$ cat src/design/i2p_pkg.sv
`default_nettype none

package i2p_pkg;

  localparam int StackDepth = 32;

  localparam logic [7:0] CH_PLUS   = 8'h2B;
  localparam logic [7:0] CH_MINUS  = 8'h2D;
  localparam logic [7:0] CH_STAR   = 8'h2A;
  localparam logic [7:0] CH_SLASH  = 8'h2F;
  localparam logic [7:0] CH_LPAREN = 8'h28;
  localparam logic [7:0] CH_RPAREN = 8'h29;
  localparam logic [7:0] CH_0      = 8'h30;
  localparam logic [7:0] CH_9      = 8'h39;
  localparam logic [7:0] CH_LA     = 8'h61;
  localparam logic [7:0] CH_LZ     = 8'h7A;
  localparam logic [7:0] CH_UA     = 8'h41;
  localparam logic [7:0] CH_UZ     = 8'h5A;

  typedef enum logic [2:0] {
    CODE_ADD    = 3'd0,
    CODE_SUB    = 3'd1,
    CODE_MUL    = 3'd2,
    CODE_DIV    = 3'd3,
    CODE_RPAREN = 3'd4
  } op_code_t;

  typedef enum logic [1:0] {
    SH_HOLD,
    SH_PUSH,
    SH_POP,
    SH_POP2
  } shift_t;

  typedef enum logic [1:0] {
    ST_IDLE,
    ST_MAIN,
    ST_FLUSH
  } state_t;

  typedef enum logic [1:0] {
    ERR_NONE      = 2'd0,
    ERR_FULL      = 2'd1,
    ERR_UNMATCHED = 2'd2,
    ERR_UNKNOWN   = 2'd3
  } err_t;

  function automatic logic is_alnum(input logic [7:0] c);
    return (c >= CH_0 && c <= CH_9) || (c >= CH_LA && c <= CH_LZ) ||
           (c >= CH_UA && c <= CH_UZ);
  endfunction

  function automatic logic is_operator(input logic [7:0] c);
    return (c == CH_PLUS) || (c == CH_MINUS) || (c == CH_STAR) || (c == CH_SLASH);
  endfunction

  function automatic op_code_t char_to_code(input logic [7:0] c);
    op_code_t code;
    code = CODE_ADD;
    if (c == CH_MINUS) code = CODE_SUB;
    if (c == CH_STAR)  code = CODE_MUL;
    if (c == CH_SLASH) code = CODE_DIV;
    return code;
  endfunction

  function automatic logic [7:0] code_char(input op_code_t code);
    logic [7:0] c;
    unique case (code)
      CODE_ADD:    c = CH_PLUS;
      CODE_SUB:    c = CH_MINUS;
      CODE_MUL:    c = CH_STAR;
      CODE_DIV:    c = CH_SLASH;
      CODE_RPAREN: c = CH_RPAREN;
      default:     c = CH_PLUS;
    endcase
    return c;
  endfunction

  function automatic logic is_high_prec(input op_code_t code);
    return code >= CODE_MUL;
  endfunction

endpackage

`default_nettype wire

$ cat src/design/i2p_cell.sv
`default_nettype none

module i2p_cell (
  input  logic               clk,
  input  i2p_pkg::shift_t    shift,
  input  i2p_pkg::op_code_t  above,
  input  i2p_pkg::op_code_t  below1,
  input  i2p_pkg::op_code_t  below2,
  output i2p_pkg::op_code_t  code
);
  import i2p_pkg::*;

  always_ff @(posedge clk) begin
    unique case (shift)
      SH_HOLD: code <= code;
      SH_PUSH: code <= above;
      SH_POP:  code <= below1;
      SH_POP2: code <= below2;
    endcase
  end

endmodule

`default_nettype wire

$ cat src/design/infix_to_prefix_converter.sv
// Infix to prefix converter with an operator stack built as a row of cells.
// Input channel s_*: one character of the reversed infix expression per item,
// s_tlast marks the final character of an expression.
// Output channel m_*: one item per emitted result, m_tdata the character,
// m_tuser the has-char flag and an error code, m_tlast on the final result of
// the final character.
// Each input item is accepted in the idle state and handled in the main state,
// one step per result it causes (pass-through, each pop, each error), plus a
// step for a push or a discarded ')' that emits nothing. A final item then
// passes through the flush state, which pops each remaining entry as a result
// and closes even when the stack is already empty. Popping for a '(' removes
// the matching ')' in the same cycle as the last pop. The stack shifts its
// whole row of cells by one or two positions, so a single pop or push sets the
// pace. The item is captured in cur_char, and its results pass through the
// output register. s_tready is high only between items.
// Reset clears the stack count, the control state and the output valid flag.
// While the receiver stalls, the pending result holds in the output register
// and work on the current item waits.

`default_nettype none

module infix_to_prefix_converter #(
  parameter int STACK_DEPTH = i2p_pkg::StackDepth
) (
  input  logic       clk,
  input  logic       rst,
  input  logic       s_tvalid,
  output logic       s_tready,
  input  logic [7:0] s_tdata,   // in_char
  input  logic       s_tlast,   // in_last
  output logic       m_tvalid,
  input  logic       m_tready,
  output logic [7:0] m_tdata,   // out_char
  output logic [2:0] m_tuser,   // has_char, error_code[1:0]
  output logic       m_tlast    // out_last
);
  import i2p_pkg::*;

  localparam int CW = $clog2(STACK_DEPTH + 1);

  state_t         state, state_next;
  logic [CW-1:0]  count, count_next;
  logic           emitted, emitted_next;
  logic [7:0]     cur_char;
  logic           cur_last;

  shift_t         shift;
  op_code_t       push_code;
  op_code_t       cell_q [STACK_DEPTH];
  op_code_t       ext_q  [STACK_DEPTH + 2];

  logic           slot_free;
  logic           emit;
  logic [7:0]     e_char;
  logic           e_has;
  err_t           e_err;
  logic           e_last;
  logic           done;
  logic           full;
  op_code_t       top;
  op_code_t       second;

  // stack row, cell 0 is the top
  assign ext_q[STACK_DEPTH]     = CODE_ADD;
  assign ext_q[STACK_DEPTH + 1] = CODE_ADD;

  for (genvar i = 0; i < STACK_DEPTH; i++) begin : g_cell
    op_code_t above;
    assign ext_q[i] = cell_q[i];
    if (i == 0) begin : g_top
      assign above = push_code;
    end else begin : g_rest
      assign above = cell_q[i-1];
    end
    i2p_cell u_cell (
      .clk    (clk),
      .shift  (shift),
      .above  (above),
      .below1 (ext_q[i+1]),
      .below2 (ext_q[i+2]),
      .code   (cell_q[i])
    );
  end

  assign top       = cell_q[0];
  assign second    = cell_q[1];
  assign full      = (count == CW'(STACK_DEPTH));
  assign slot_free = !m_tvalid || m_tready;
  assign s_tready  = (state == ST_IDLE);

  always_comb begin
    state_next   = state;
    count_next   = count;
    emitted_next = emitted;
    shift        = SH_HOLD;
    push_code    = CODE_ADD;
    emit         = 1'b0;
    e_char       = 8'd0;
    e_has        = 1'b0;
    e_err        = ERR_NONE;
    e_last       = 1'b0;
    done         = 1'b0;
    unique case (state)
      ST_IDLE: begin
        if (s_tvalid) begin
          state_next   = ST_MAIN;
          emitted_next = 1'b0;
        end
      end
      ST_MAIN: begin
        if (slot_free) begin
          priority if (is_alnum(cur_char)) begin
            emit   = 1'b1;
            e_char = cur_char;
            e_has  = 1'b1;
            done   = 1'b1;
          end else if (cur_char == CH_RPAREN) begin
            if (full) begin
              emit  = 1'b1;
              e_err = ERR_FULL;
            end else begin
              shift      = SH_PUSH;
              push_code  = CODE_RPAREN;
              count_next = count + CW'(1);
            end
            done = 1'b1;
          end else if (cur_char == CH_LPAREN) begin
            if (count != '0 && top != CODE_RPAREN) begin
              emit   = 1'b1;
              e_char = code_char(top);
              e_has  = 1'b1;
              if (count >= CW'(2) && second == CODE_RPAREN) begin
                // pop and drop the matching ')' together
                shift      = SH_POP2;
                count_next = count - CW'(2);
                done       = 1'b1;
              end else begin
                shift      = SH_POP;
                count_next = count - CW'(1);
              end
            end else if (count != '0) begin
              shift      = SH_POP;
              count_next = count - CW'(1);
              done       = 1'b1;
            end else begin
              emit  = 1'b1;
              e_err = ERR_UNMATCHED;
              done  = 1'b1;
            end
          end else if (is_operator(cur_char)) begin
            if (count != '0 && top != CODE_RPAREN && is_high_prec(top) &&
                !is_high_prec(char_to_code(cur_char))) begin
              emit       = 1'b1;
              e_char     = code_char(top);
              e_has      = 1'b1;
              shift      = SH_POP;
              count_next = count - CW'(1);
            end else if (full) begin
              emit  = 1'b1;
              e_err = ERR_FULL;
              done  = 1'b1;
            end else begin
              shift      = SH_PUSH;
              push_code  = char_to_code(cur_char);
              count_next = count + CW'(1);
              done       = 1'b1;
            end
          end else begin
            emit  = 1'b1;
            e_err = ERR_UNKNOWN;
            done  = 1'b1;
          end
          if (done) begin
            state_next = cur_last ? ST_FLUSH : ST_IDLE;
            e_last     = cur_last && (count_next == '0);
          end
          emitted_next = emitted | emit;
        end
      end
      ST_FLUSH: begin
        if (slot_free) begin
          if (count != '0) begin
            emit       = 1'b1;
            e_char     = code_char(top);
            e_has      = 1'b1;
            e_last     = (count == CW'(1));
            shift      = SH_POP;
            count_next = count - CW'(1);
            if (count == CW'(1)) begin
              state_next = ST_IDLE;
            end
          end else begin
            // final item with nothing emitted gets one empty result
            emit       = !emitted;
            e_last     = 1'b1;
            state_next = ST_IDLE;
          end
          emitted_next = emitted | emit;
        end
      end
      default: begin
        state_next = ST_IDLE;
      end
    endcase
  end

  always_ff @(posedge clk) begin
    if (rst) begin
      state    <= ST_IDLE;
      count    <= '0;
      emitted  <= 1'b0;
      m_tvalid <= 1'b0;
    end else begin
      state   <= state_next;
      count   <= count_next;
      emitted <= emitted_next;
      if (slot_free && emit) begin
        m_tvalid <= 1'b1;
      end else if (m_tready) begin
        m_tvalid <= 1'b0;
      end
    end
  end

  always_ff @(posedge clk) begin
    if (state == ST_IDLE && s_tvalid) begin
      cur_char <= s_tdata;
      cur_last <= s_tlast;
    end
    if (slot_free && emit) begin
      m_tdata <= e_char;
      m_tuser <= {e_err, e_has};
      m_tlast <= e_last;
    end
  end

endmodule

`default_nettype wire

$ cat config.mk
export PLATFORM = sky130hd
export DESIGN_NAME = infix_to_prefix_converter
export DESIGN_NICKNAME = d
export VERILOG_FILES = /design/src/design/i2p_pkg.sv /design/src/design/i2p_cell.sv /design/src/design/infix_to_prefix_converter.sv
export SDC_FILE = /design/constraint.sdc
export NUM_CORES = 1
export LEC_CHECK = 0
export BUFFER_PORTS_ARGS = -buffer_cell sky130_fd_sc_hd__buf_2
export CAP_MARGIN = 20
export CORE_MARGIN = 2
export CORE_UTILIZATION = 68
export DETAILED_ROUTE_END_ITERATION = 10
export GPL_TIMING_DRIVEN = 0
export PLACE_DENSITY_LB_ADDON = 0.2
export SYNTH_ARGS = -nofsm -noshare
export SYNTH_HDL_FRONTEND = slang
export SYNTH_HIERARCHICAL = 1
export SYNTH_SLANG_ARGS = --single-unit
$ cat constraint.sdc
create_clock -name clk -period 30.9 [get_ports clk]
set_input_delay 0 -clock clk [delete_from_list [all_inputs] [get_ports clk]]
set_output_delay 0 -clock clk [all_outputs]
set_load 0.05 [all_outputs]
==> impl_metrics.py <==
metrics = {
    "outcome": {
        "status": "completed",
    },
    "floorplanning": {
        "fp.dieW_um": 109,
        "pin_count": 27,
        "die_height_um": 109,
        "core_area_um2": 10800,
        "fp.dieArea_um2": 12000,
        "core.rowCount": 38,
        "initial_utilization_pct": 69.7,
    },
    "drt": {
        "drt_iter0_drc": 992,
        "routedWlPerCell_um": 22.0,
        "routed_wl_um": 21500,
        "vias": 6584,
        "firstDrtPassIters": 6,
        "antenna_left": 0,
        "route.detailed.vias_per_inst": 6.75,
        "post-route-drc-count": 0,
    },
    "synthesis": {
        "yosys_register_bits": 127,
        "yosys.cell_types.count": 71,
        "synthArstFlopShare_pct": 0,
        "netlist_instances": 740,
        "netlist_area_um2": 7550,
        "syn_area_per_cell_um2": 10.2,
        "synth_top_flop_cell": "edfxtp_1",
        "ys_seq_area_share_pct": 49.2,
        "synth_warnings": 6,
        "synth_edf_count": 117,
    },
    "worst_setup_path": {
        "critical-path-slowest-cell": "nor3b_2",
        "ff2ff_setup_slack_ns": 25.95,
        "cp-end-kind": "flop",
        "rr_endpoint": "g_cell[28].u_cell/code[2]",
        "rr_worst_depth": 17,
        "cp_data_arrival_time_ns": 5.20,
        "timing.critical_path.buf_inv": 8,
        "path_cells": "inv_1 -> ha_1 -> buf_4 -> nor4b_4 -> a21oi_1 -> nand2_1 -> clkbuf_1 -> a31oi_1 -> o21ai_0 -> nor3b_2 -> buf_6 -> buf_8 -> buf_8 -> buf_6 -> buf_6 -> mux2i_1 -> a21oi_1",
        "worst_r2r_src": "count[1]",
        "worst-endpoint-required_ns": 31.14,
        "worstSetupPathType": "flop to flop",
        "timing.critical_path.slowest_cell_delay_ns": 0.56,
        "timing.critical_path.max_delay_family": "buffers and inverters",
        "max_fanout_on_critical_path": 10,
        "critical-path-top-cell-by-count": "buf_6",
        "timing.critical_path.from_type": "flop",
    },
    "cells_and_area": {
        "design_area_um2": 8830,
        "n_antenna_cell": 0,
        "post_route_cells_drive_above_1_share_pct": 11.5,
        "finish.net_count": 848,
        "area.growth.synth_to_final_pct": 17.0,
    },
    "clocking": {
        "clkLatencyLatePin_ns": 0.54,
        "cts-htree-levels": 4,
        "cts_made_buffers": 17,
        "hold_buffers": 12,
        "cts.repair.resized": 0,
        "cts-root-to-sink-buffers": 2,
        "post-cts-setup-buffers": 0,
        "tritoncts_clock_tree": "built",
        "cts.sink_count": 127,
        "clock_pin_slew_worst_setup_and_hold_paths_ns": 0.06,
        "root_buffer": "clkbuf_8",
    },
    "global_routing": {
        "via_count_of_the_first_global_routing_pass": 6470,
        "first_pass_grt_wire_length_um": 33600,
        "grt_util_all_layers_pct": 37.7,
        "gr-total-overflow": 0,
        "grt_antenna_before_repair": 0,
        "grt_max_degree": 51,
    },
    "sta": {
        "actual_slew_at_the_worst_max_slew_pin_ns": 1.07,
        "hold_slack_ns": 0.174,
        "fin_skew_ns": 0.0112,
        "maxSlewViolCount": 0,
        "setup_violations": 0,
        "finalHoldViolations": 0,
        "min_period_over_period_pct": 16.0,
        "maxClockFrequency_ghz": 0.202,
        "final_critical_path_setup_slack_ns": 25.95,
        "setup_total_negative_slack_ns": 0,
        "grt_setup_unrepaired": "false",
        "fin_crit_ns": 4.95,
        "slew_headroom_pct": 27.9,
    },
    "placement": {
        "dp_slack_ns": 26.19,
        "place_congestion": 0.969,
        "io_buffers": 25,
        "placement.cell_area_um2": 8190,
        "dpl.hpwl_um": 14000,
    },
    "min_path": {
        "timing.hold.worst_path_depth": 2,
        "hold-path-endpoint": "cur_char[1]",
        "holdCritPathClass": "input pin to flop",
        "hold_path_startpoint": "s_tdata[1]",
    },
    "power": {
        "vdd.ir_drop.worst_v": 0.0000598,
        "cellLeakagePower_nw": 3.11,
        "power_per_cell_area_nw_per_um2": 53.2,
        "power.total_uw": 470,
    },
    "job": {
        "cap_viol_max_count": 0,
    },
}
==> synth_stat cells (all sizes together), types with 2 or more instances <==
| cell type | number | area share [%] |
|---|---|---|
| a221oi | 2 | 0.23 |
| a21boi | 3 | 0.30 |
| a211o | 2 | 0.23 |
| clkbuf | 9 | 0.45 |
| nand4 | 4 | 0.33 |
| or3b | 3 | 0.35 |
| nand2 | 30 | 1.5 |
| dfxtp | 10 | 2.7 |
| or2 | 35 | 2.9 |
| nor2b | 3 | 0.25 |
| o211ai | 5 | 0.50 |
| o2111ai | 4 | 0.70 |
| buf | 8 | 0.66 |
| o22ai | 2 | 0.17 |
| a311oi | 2 | 0.23 |
| a2111oi | 3 | 0.35 |
| nor4 | 3 | 0.25 |
| nor3b | 5 | 0.50 |
| and2 | 8 | 0.66 |
| nand3 | 12 | 0.80 |
| a32oi | 2 | 0.23 |
| edfxtp | 117 | 47 |
| nor2 | 126 | 6.3 |
| a211oi | 7 | 0.70 |
| a21oi | 127 | 8.5 |
| mux2i | 98 | 13 |
| a2bb2oi | 2 | 0.23 |
| a21o | 6 | 0.60 |
| or4 | 4 | 0.45 |
| or3 | 6 | 0.50 |
| a31oi | 6 | 0.50 |
| o21ai | 22 | 1.5 |
| ha | 11 | 1.8 |
| xnor2 | 6 | 0.70 |
| nor3 | 11 | 0.73 |
| inv | 11 | 0.55 |
==> stage by stage <==
stage,util [%],std cells
after floorplan,-,749
final,81.5,976
after detailed placement,75.6,933
after CTS,81.5,976
after global routing,81.5,976
after global placement,72.7,914
==> layout make-up <==
type	count	area, um2
plain buffers	17	83.8
clock buffers	19	422
inverters	12	45.0
multi-input cells	593	3770
flip-flops and latches	127	3710
fillers	591	2010
clock inverters	12	96.3
repair buffers	56	529
well taps	140	175
==> where the power goes <==
group          switching, mW  internal [mW]
Sequential           0.00566          0.195
Clock                 0.0756          0.105
Combinational         0.0626         0.0262
Total                  0.144          0.326
==> cells by family (layout without fill, tap and decap cells) <==
kind of cell / Yosys count / after routing / share of synthesized area [%]
other: 1 / 10 / 0.0497
flip-flops: 127 / 127 / 49.2
XOR/XNOR: 7 / 7 / 0.812
multiplexers: 99 / 99 / 13.1
adder cells (fa/ha/maj): 11 / 11 / 1.82
buffers and inverters: 29 / 116 / 1.71
AO/OA/AOI/OAI: 207 / 207 / 16.5
AND/OR/NAND/NOR: 259 / 259 / 16.8
==> state kept, by name, indices dropped and copies added (netlist names) <==
name                flops
g_cell.u_cell/code     96
m_tdata                 8
m_tvalid                1
cur_last                1
count                   6
m_tuser                 3
m_tlast                 1
cur_char                8
state                   2
emitted                 1
==> layer usage <==
metal	wire, um	GRT usage (%)
met4	520	13.7
met3	2300	10.8
met5	0	0
met2	10200	59.0
met1	8450	50.6
==> cells in the final DEF (no fill, tap or decap), drive strengths merged, types with 3 or more instances in the layout <==
cell,instances
a21oi,127
nor2,126
edfxtp,117
mux2i,98
buf,52
or2,35
nand2,30
clkbuf,28
o21ai,22
nand3,12
dlygate4sd3,12
inv,12
nor3,11
ha,11
dfxtp,10
conb,10
clkinv,9
and2,8
a211oi,7
xnor2,6
a31oi,6
or3,6
a21o,6
o211ai,5
nor3b,5
nand4,4
o2111ai,4
or4,4
nor4,3
a21boi,3
nor2b,3
a2111oi,3
or3b,3
==> worst max-delay path by stage <==
stage | from | endpoint | slack [ns] | depth (start not counted)
after floorplan | count[1] | g_cell[0].u_cell/code[0] | 16.61 | 12
after global placement | count[1] | g_cell[0].u_cell/code[1] | 12.46 | 12
after detailed placement | count[1] | g_cell[29].u_cell/code[2] | 26.19 | 17
after CTS | count[1] | g_cell[28].u_cell/code[2] | 26.13 | 17
after global routing | count[1] | g_cell[28].u_cell/code[2] | 25.72 | 17
final | count[1] | g_cell[28].u_cell/code[2] | 25.95 | 17
Note: power is estimated with default switching activity, not from simulation.
